--- config.mk ---
export PLATFORM = sky130hd
export DESIGN_NAME = hsv_to_rgb_pixel
export DESIGN_NICKNAME = d
export VERILOG_FILES = /design/src/rtl/hsv2rgb_pkg.sv /design/src/rtl/hsv2rgb_div255.sv /design/src/rtl/hsv_to_rgb_pixel.sv
export SDC_FILE = /design/constraint.sdc
export NUM_CORES = 2
export LEC_CHECK = 0
export BUFFER_PORTS_ARGS = -buffer_cell sky130_fd_sc_hd__buf_2
export CORE_ASPECT_RATIO = 0.6
export CORE_MARGIN = 2
export CORE_UTILIZATION = 50
export DETAILED_ROUTE_END_ITERATION = 8
export GPL_ROUTABILITY_DRIVEN = 1
export GPL_TIMING_DRIVEN = 0
export PLACE_DENSITY = 0.63
export SYNTH_ARGS = -nofsm -noshare
export SYNTH_HDL_FRONTEND = slang
export SYNTH_SLANG_ARGS = --single-unit
--- constraint.sdc ---
create_clock -name clk_i -period 12.8 [get_ports clk_i]
set_clock_uncertainty 0.1 [all_clocks]
set_input_delay 1.92 -clock clk_i [delete_from_list [all_inputs] [get_ports clk_i]]
set_output_delay 1.92 -clock clk_i [all_outputs]
set_load 0.02 [all_outputs]
--- src/rtl/hsv2rgb_pkg.sv ---
// Package with the pixel types, sector codes and fixed-point constants of the HSV to RGB converter.
package hsv2rgb_pkg;

  // Hue geometry in 1/64 degree units.
  localparam int unsigned HueSector = 3840;
  localparam int unsigned HueFull   = 6 * HueSector;

  // Common denominator of the q and t terms: 255 * 3840.
  localparam int unsigned FracDen   = 255 * HueSector;

  // Field widths.
  localparam int unsigned HueW   = 15;
  localparam int unsigned ChanW  = 8;
  localparam int unsigned RemW   = $clog2(HueSector + 1);
  localparam int unsigned NumW   = $clog2(FracDen + 1);
  localparam int unsigned ProdW  = NumW + ChanW;
  localparam int unsigned QuotW  = 16;

  // Reciprocals for the constant divisions.
  // Division by 15 of a 20-bit value: ceil(2^23 / 15).
  localparam int unsigned Div15Shift = 23;
  localparam int unsigned Div15Mul   = 559241;
  // Division by 255 of a 16-bit value: ceil(2^24 / 255).
  localparam int unsigned Div255Shift = 24;
  localparam int unsigned Div255Mul   = 65794;

  // Hue sector, named by the pair of primaries it spans.
  typedef enum logic [2:0] {
    SECT_RY = 3'd0,
    SECT_YG = 3'd1,
    SECT_GC = 3'd2,
    SECT_CB = 3'd3,
    SECT_BM = 3'd4,
    SECT_MR = 3'd5
  } sector_e;

  // One input item.
  typedef struct packed {
    logic [HueW-1:0]  hue;
    logic [ChanW-1:0] saturation;
    logic [ChanW-1:0] brightness;
  } hsv_pixel_t;

  // One result item.
  typedef struct packed {
    logic [ChanW-1:0]   red;
    logic [ChanW-1:0]   green;
    logic [ChanW-1:0]   blue;
    logic [3*ChanW-1:0] grb_word;
  } rgb_pixel_t;

endpackage

--- src/rtl/hsv2rgb_div255.sv ---
// Divider by the constant 255 for values up to 255 * 255, by reciprocal multiplication.
module hsv2rgb_div255
  import hsv2rgb_pkg::*;
(
  input  logic [QuotW-1:0] num_i,
  output logic [ChanW-1:0] quot_o
);

  localparam int unsigned MulW  = $clog2(Div255Mul + 1);
  localparam int unsigned FullW = QuotW + MulW;

  logic [FullW-1:0] prod;

  // The rounded-up reciprocal is exact for every numerator below 66052.
  assign prod   = FullW'(num_i) * FullW'(Div255Mul);
  assign quot_o = prod[Div255Shift +: ChanW];

endmodule

--- src/rtl/hsv_to_rgb_pixel.sv ---
// Top level of the pipelined HSV to RGB pixel converter with packed GRB output.
//
// Converts one pixel per clock while the output is not stalled: an item can be
// accepted in every such cycle, and each result passes through one register stage
// for the sector split, then one for each multiplier level: the saturation product,
// the brightness product, the division by 3840 and the division by 255. Hue is
// given in 1/64 degree units; values of 360 degrees or more are wrapped once.
// The p, q and t channel terms are computed exactly and truncated toward zero.
// Each stage holds while the stage after it is full and stalled, so a stall on
// the output backs up through the pipeline without losing or repeating items.
module hsv_to_rgb_pixel
  import hsv2rgb_pkg::*;
(
  input  logic       clk_i,
  input  logic       rst_ni,
  input  logic       in_valid_i,
  output logic       in_stall_o,
  input  hsv_pixel_t in_pixel_i,
  output logic       out_valid_o,
  input  logic       out_stall_i,
  output rgb_pixel_t out_pixel_o
);

  localparam int unsigned NStages = 5;
  localparam int unsigned XW      = ProdW - 8;
  localparam int unsigned Mul15W  = $clog2(Div15Mul + 1);
  localparam int unsigned Full15W = XW + Mul15W;

  // Stage handshake: a stage loads when it is empty or its successor moves.
  logic [NStages-1:0] valid_q;
  logic [NStages-1:0] ready;

  always_comb begin
    ready[NStages-1] = !valid_q[NStages-1] || !out_stall_i;
    for (int k = NStages - 2; k >= 0; k--) begin
      ready[k] = !valid_q[k] || ready[k+1];
    end
  end

  assign in_stall_o  = !ready[0];
  assign out_valid_o = valid_q[NStages-1];

  // Valid bits travel with the data.
  always_ff @(posedge clk_i or negedge rst_ni) begin
    if (!rst_ni) begin
      valid_q <= '0;
    end else begin
      if (ready[0]) begin
        valid_q[0] <= in_valid_i;
      end
      for (int k = 1; k < NStages; k++) begin
        if (ready[k]) begin
          valid_q[k] <= valid_q[k-1];
        end
      end
    end
  end

  // Stage 1: wrap the hue and split it into sector and remainder.
  logic [HueW-1:0]  hue_wrap;
  logic [HueW-1:0]  sect_base;
  logic [HueW-1:0]  rem_full;
  sector_e          sect_d;
  logic [RemW-1:0]  rem1_q;
  sector_e          sect1_q;
  logic [ChanW-1:0] sat1_q;
  logic [ChanW-1:0] bri1_q;

  always_comb begin
    hue_wrap = (in_pixel_i.hue >= HueW'(HueFull)) ?
               in_pixel_i.hue - HueW'(HueFull) : in_pixel_i.hue;
    if (hue_wrap >= HueW'(5 * HueSector)) begin
      sect_d    = SECT_MR;
      sect_base = HueW'(5 * HueSector);
    end else if (hue_wrap >= HueW'(4 * HueSector)) begin
      sect_d    = SECT_BM;
      sect_base = HueW'(4 * HueSector);
    end else if (hue_wrap >= HueW'(3 * HueSector)) begin
      sect_d    = SECT_CB;
      sect_base = HueW'(3 * HueSector);
    end else if (hue_wrap >= HueW'(2 * HueSector)) begin
      sect_d    = SECT_GC;
      sect_base = HueW'(2 * HueSector);
    end else if (hue_wrap >= HueW'(HueSector)) begin
      sect_d    = SECT_YG;
      sect_base = HueW'(HueSector);
    end else begin
      sect_d    = SECT_RY;
      sect_base = '0;
    end
    rem_full = hue_wrap - sect_base;
  end

  always_ff @(posedge clk_i) begin
    if (ready[0] && in_valid_i) begin
      rem1_q  <= rem_full[RemW-1:0];
      sect1_q <= sect_d;
      sat1_q  <= in_pixel_i.saturation;
      bri1_q  <= in_pixel_i.brightness;
    end
  end

  // Stage 2: saturation products and the numerators of p, q and t.
  logic [NumW-1:0]  prod_q2;
  logic [NumW-1:0]  prod_t2;
  logic [RemW-1:0]  rem_inv;
  logic [NumW-1:0]  numq2_q;
  logic [NumW-1:0]  numt2_q;
  logic [QuotW-1:0] nump2_q;
  sector_e          sect2_q;
  logic [ChanW-1:0] bri2_q;

  always_comb begin
    rem_inv = RemW'(HueSector) - rem1_q;
    prod_q2 = NumW'(sat1_q) * NumW'(rem1_q);
    prod_t2 = NumW'(sat1_q) * NumW'(rem_inv);
  end

  always_ff @(posedge clk_i) begin
    if (ready[1] && valid_q[0]) begin
      numq2_q <= NumW'(FracDen) - prod_q2;
      numt2_q <= NumW'(FracDen) - prod_t2;
      nump2_q <= QuotW'(bri1_q) * QuotW'(ChanW'(255) - sat1_q);
      sect2_q <= sect1_q;
      bri2_q  <= bri1_q;
    end
  end

  // Stage 3: brightness products for q and t; p is finished here.
  logic [ChanW-1:0] p_div;
  logic [ProdW-1:0] xq3_q;
  logic [ProdW-1:0] xt3_q;
  logic [ChanW-1:0] p3_q;
  sector_e          sect3_q;
  logic [ChanW-1:0] bri3_q;

  hsv2rgb_div255 u_div_p (
    .num_i  (nump2_q),
    .quot_o (p_div)
  );

  always_ff @(posedge clk_i) begin
    if (ready[2] && valid_q[1]) begin
      xq3_q   <= ProdW'(bri2_q) * ProdW'(numq2_q);
      xt3_q   <= ProdW'(bri2_q) * ProdW'(numt2_q);
      p3_q    <= p_div;
      sect3_q <= sect2_q;
      bri3_q  <= bri2_q;
    end
  end

  // Stage 4: divide by 3840 as a shift by 8 and a division by 15.
  logic [Full15W-1:0] mq4;
  logic [Full15W-1:0] mt4;
  logic [QuotW-1:0]   aq4_q;
  logic [QuotW-1:0]   at4_q;
  logic [ChanW-1:0]   p4_q;
  sector_e            sect4_q;
  logic [ChanW-1:0]   bri4_q;

  always_comb begin
    mq4 = Full15W'(xq3_q[ProdW-1:8]) * Full15W'(Div15Mul);
    mt4 = Full15W'(xt3_q[ProdW-1:8]) * Full15W'(Div15Mul);
  end

  always_ff @(posedge clk_i) begin
    if (ready[3] && valid_q[2]) begin
      aq4_q   <= mq4[Div15Shift +: QuotW];
      at4_q   <= mt4[Div15Shift +: QuotW];
      p4_q    <= p3_q;
      sect4_q <= sect3_q;
      bri4_q  <= bri3_q;
    end
  end

  // Stage 5: divide by 255, route the channels by sector and pack.
  logic [ChanW-1:0] q_div;
  logic [ChanW-1:0] t_div;
  rgb_pixel_t       pix_d;
  rgb_pixel_t       pix_q;

  hsv2rgb_div255 u_div_q (
    .num_i  (aq4_q),
    .quot_o (q_div)
  );

  hsv2rgb_div255 u_div_t (
    .num_i  (at4_q),
    .quot_o (t_div)
  );

  always_comb begin
    pix_d = '0;
    case (sect4_q)
      SECT_RY: begin
        pix_d.red = bri4_q; pix_d.green = t_div; pix_d.blue = p4_q;
      end
      SECT_YG: begin
        pix_d.red = q_div; pix_d.green = bri4_q; pix_d.blue = p4_q;
      end
      SECT_GC: begin
        pix_d.red = p4_q; pix_d.green = bri4_q; pix_d.blue = t_div;
      end
      SECT_CB: begin
        pix_d.red = p4_q; pix_d.green = q_div; pix_d.blue = bri4_q;
      end
      SECT_BM: begin
        pix_d.red = t_div; pix_d.green = p4_q; pix_d.blue = bri4_q;
      end
      default: begin
        pix_d.red = bri4_q; pix_d.green = p4_q; pix_d.blue = q_div;
      end
    endcase
    pix_d.grb_word = {pix_d.green, pix_d.red, pix_d.blue};
  end

  always_ff @(posedge clk_i) begin
    if (ready[4] && valid_q[3]) begin
      pix_q <= pix_d;
    end
  end

  assign out_pixel_o = pix_q;

endmodule

### After elaboration in Yosys (flattened, before gate mapping)

Cells that the tools add are included.

* bits in registers: 277
* bits of input ports: 35
* output and inout port bits: 50

* $add $sub $neg: 6
* $mul: 10
* order comparisons: 6
* equality and inequality tests: 4
* multiplexer cells: 11
* reductions and logical operators: 19

Operators with widths (number)
* case mux 24 bit (5 select lines): 1
* multiplier 16 x 16 -> 31 bit, second input constant: 3
* multiplier 20 x 20 -> 39 bit, second input constant: 2
* 2-to-1 mux 12 bit: 5
* multiplier 8 x 20 -> 28 bit: 2
* multiplier 8 x 12 -> 20 bit: 2
* subtractor 20 bit, first input constant: 2
* >= comparator 15 x 14 -> 1 bit, second input constant: 2
* >= comparator 15 bit, second input constant: 2
* multiplier 9 x 9 -> 16 bit: 1
* >= comparator 15 x 12 -> 1 bit, second input constant: 1
* >= comparator 15 x 13 -> 1 bit, second input constant: 1
* 2-to-1 mux 15 bit: 1
* subtractor 15 bit, second input constant: 1
* subtractor 12 bit: 1
* subtractor 12 bit, first input constant: 1
* subtractor 8 x 8 -> 9 bit, first input constant: 1
* logical NOT 1 bit: 7
* == test 3 x 2 -> 1 bit, second input constant: 2
* logical AND 1 bit: 5
* logical OR 1 bit: 5
* 2-to-1 mux 2 bit: 2
* == test 3 x 1 -> 1 bit, second input constant: 1
* == test 3 bit, second input constant: 1
* other kinds (3): 4

### Longest topological paths before layout

* depth after elaboration: 9
* mapped depth: 25
* gate-level depth less buffers: 24

### Cells and area by module

Synthesis repeated with hierarchy kept, for this count alone.

* cells, all modules: 3725
* area, all modules: 37196.9 sq um

By module, submodules not included
* hsv_to_rgb_pixel: times used 1, cells an instance 3281, area each 33195.6 sq um
* hsv2rgb_div255: times used 3, cells an instance 148, area each 1333.8 sq um

### Worst setup path after synthesis

No wires, ideal clock.

* kind: register -> register
* start: reg rem1_q[1]
* end: reg numt2_q[18] (data pin)
* library setup time: 195 ps
* arrival time: 5515 ps
* required time: 12505 ps
* path slack: 6990 ps
* cell stages (with the launch flop): 23
* buffers on the path: 1
* path through: edfxtp_1 clkbuf_1 inv_1 ha_1 nand2_1 or3_1 or3_1 xnor2_1 and2_1 fa_1 fa_1 inv_1 fa_1 inv_1 fa_1 inv_1 ha_1 nand2b_1 a21boi_0 o31a_1 o311ai_0 nand2_1 o311ai_0

* longest elaborated chain between the ends: 3

Ends and longest elaborated chain
* start, declared: RTL line hsv_to_rgb_pixel.sv:64 `logic [RemW-1:0] rem1_q;`
* start signal, assigned: RTL line hsv_to_rgb_pixel.sv:96 `rem1_q <= rem_full[RemW-1:0];`
* subtractor 12 bit: RTL line hsv_to_rgb_pixel.sv:114 `rem_inv = RemW'(HueSector) - rem1_q;`
* multiplier 8 x 12 -> 20 bit: RTL line hsv_to_rgb_pixel.sv:116 `prod_t2 = NumW'(sat1_q) * NumW'(rem_inv);`
* subtractor 20 bit: RTL line hsv_to_rgb_pixel.sv:122 `numt2_q <= NumW'(FracDen) - prod_t2;`
* end signal, assigned: RTL line hsv_to_rgb_pixel.sv:122
* end, declared: RTL line hsv_to_rgb_pixel.sv:108 `logic [NumW-1:0] numt2_q;`

Every way passes these cells.
A chain may end at the register's enable or synchronous reset.

### Worst setup path after layout

Ends and elaborated chain as after synthesis.

==> results.md <==
- Final period util: just under 60%
- Syn_area_per_cell: 10.1 um^2
- Port-buffer cells: 84
- CTS buffer count: 27
- Via count: between 20,000 and 25,000
- CTS Hold Buffers Added: 0
- Antenna viol nets, final: 0
- Startpoint types: flip-flop
- Initial antenna violation count: 7
- Die area: ~0.075 mm^2
- Vias per std cell: about 5.3
- Fraction of registers with async set/reset: under 10%
- Max-Cap Viols: 0
- Setup bufs post-CTS: 0
- Final slew viol count: 0
- TNS Setup: 0 ns
- Top FF cell, synth: edfxtp_1
- Critical-path top delay cell: xnor2_1
- Gpl congestion: slightly above 0.9
- Total gr overflow: 0
- # resized after CTS: 0
- Arrival @ worst endpoint: about 7.8 ns
- Drt first pass iters: 5
- Sequential-to-total area share from yosys stat: between 10% and 20%
- Worst skew pair latency: 0.60 ns
- Syn Inst Count: between 3,000 and 4,000
- Drc violations: 0
- Synthesized area: 0.0362 mm^2
- Critical path type: flip-flop to flip-flop
- DRT Wirelength: around 87 mm
- Commonest non-fill, non-tap cell in the layout: ha_1
- I/O pin cnt: 85
- Synth warn: 0
- DR iter-0 viols: approximately 1,800
- Pin slew with the least headroom to its limit: 1.04 ns
- Final Setup Violations: 0
- DIE WIDTH: around 350 um
- H-tree Lvls: 1
- Nets: around 5,000
- Post-Place Setup Slack: approximately 5.5 ns
- Final WS setup: between 5 and 6 ns
- Die H: roughly 210 um
- Layout cells sized above 1: about 5.0%
- Final hold vios: 0
- Fin crit period: 7.55 ns
- CP required: 13.09 ns
- First-pass GRT wire length: 140 mm
- Peak per-stage delay on the critical path: between 0.6 and 0.7 ns
- Status: completed
- #FFs+latches synth: between 200 and 250
- WL/cell: about 18 um
- Initial Util: around 50%
- CP Capture Type: flip-flop
- HPWL Detailed: about 73 mm
- Fmax: ~130 MHz
- GRT Total Usage: between 20% and 30%
- Most frequent cells in the layout: ha_1 (694), inv_1 (650), fa_1 (444)
- Largest net degree at the start of global routing: 66
- Worst-path cell chain: clkbuf_1 > inv_1 > ha_1 > nand2_1 > or3_1 > or3_1 > xnor2_1 > and2_1 > fa_1 > fa_1 > inv_1 > fa_1 > inv_1 > fa_1 > inv_1 > ha_1 > nand2b_1 > a21boi_0 > o31a_1 > o311ai_0 > nand2_1 > o311ai_0
- FP Rows: 76
- Mapped Nets: 4,760
- P&R area growth vs syn: 7.10%
- Worst Hold Class: flip-flop to flip-flop
- EDFF count, synth: 231
- Clock root cell: clkbuf_16
- Synth unique cells: between 70 and 80
- RSZ-0062 raised after global routing: no
- Clock sink count: ~240
- Reg2reg setup slack: between 5 and 6 ns
- CTS tree: done
- Vias in the first global route: roughly 25,000
- Core Region: ~0.072 mm^2
- Clk buf depth: 3
- Reg clk slew, reported paths: roughly 0.060 ns
- Max-slew headroom: 30.5%
- CP Max Fanout: 10
[cells by family (layout without fill, tap and decap cells)]
logic type	count (synthesis)	in the layout	share of synthesized area, %
compound gates	368	368	6.64
simple gates	939	939	13.5
fa+ha+maj	1138	1138	48.5
flops	236	236	19.5
buf+inv	757	893	8.18
other cells	0	2	0
xor+xnor	127	127	3.07
mux	22	22	0.639
[path summary, 6_finish.rpt]
check | endpoint | depth (start not counted) | start
max | numt2_q[18] | 22 | rem1_q[1]
min | sect4_q[0] | 0 | sect3_q[0]
max reg2reg | numt2_q[18] | 22 | rem1_q[1]
min reg2reg | sect4_q[0] | 0 | sect3_q[0]
max in group asynchronous | valid_q[2] | 1 | rst_ni
min in group asynchronous | valid_q[3] | 1 | rst_ni
[synthesized netlist by cell type, drive strengths merged (3+ instances only)]
library cell / number / area share, %
and2: 318 / 5.5
xnor2: 89 / 2.2
o21a: 22 / 0.46
or4: 7 / 0.15
a31oi: 14 / 0.24
and3: 16 / 0.28
a221o: 5 / 0.14
dfrtp: 5 / 0.35
o311ai: 3 / 0.073
a211o: 11 / 0.27
o21bai: 8 / 0.17
o21ai: 77 / 1.1
buf: 27 / 0.53
a21oi: 98 / 1.4
a21boi: 11 / 0.23
o211a: 3 / 0.083
nor3b: 5 / 0.10
and4: 4 / 0.097
mux2i: 16 / 0.44
clkbuf: 79 / 0.90
o211ai: 15 / 0.31
inv: 650 / 6.7
ha: 694 / 24
nand2b: 41 / 0.71
nand4: 16 / 0.28
or2: 10 / 0.17
a21o: 43 / 0.89
mux2: 6 / 0.20
nor4: 5 / 0.086
o31a: 7 / 0.17
nand3: 29 / 0.41
fa: 444 / 25
nor2b: 57 / 0.98
o31ai: 12 / 0.25
nor3: 28 / 0.39
nor2: 123 / 1.3
edfxtp: 231 / 19
or3: 11 / 0.19
nand2: 263 / 2.7
a22oi: 3 / 0.062
xor2: 38 / 0.92
a211oi: 12 / 0.26
[critical path: cells and delay by family (launching register included)]
family,cells,cell delay (ns)
buffers and inverters,5,0.61
adders and majority gates,6,2.58
DFF,1,0.40
xor gates and xnor gates,1,0.68
and+or+nand+nor,6,1.57
AOI/OAI and AO/OA,4,1.37
[per-layer routing]
metal	wire length (um)	global-route usage (%)	up-vias
li1	-	-	11940
met1	46300	40.7	12194
met2	31500	31.7	804
met3	8010	5.70	58
met4	897	2.68	2
met5	15	0.197	-
[metrics by stage]
step | std cells | hold WS (ns) | util (%) | area [um^2]
finish | 4700 | 0.319 | 54.1 | 38800
global route | 4698 | 0.328 | 54.1 | 38800
CTS | 4698 | 0.322 | 54.1 | 38800
detailed placement | 4649 | 0.307 | 52.9 | 37900
global placement | 4646 | 0.302 | 52.8 | 37900
floorplan | 3587 | 0.300 | - | 36200
[layout make-up]
cell class	count	area (um^2)
diodes	2	5.00
plain buffers	106	519
clock buffers	31	691
clock inverters	18	155
fillers	6477	32900
inverters	651	2440
multi-input cells	2594	26200
flip-flops and latches	236	7060
well taps	975	1220
repair buffers	87	483
[registers in the layout (all words and copies together) (netlist names), 5 cells and up]
name         flops
out_pixel_o     24
numq2_q         20
xq3_q           20
xt3_q           20
numt2_q         19
aq4_q           16
at4_q           16
nump2_q         16
rem1_q          12
bri1_q           8
bri2_q           8
bri3_q           8
bri4_q           8
p3_q             8
p4_q             8
sat1_q           8
valid_q          5
Power is left out: the tool's default activity adds up to more than one toggle a clock period on the data nets, which glitch-free logic cannot reach.
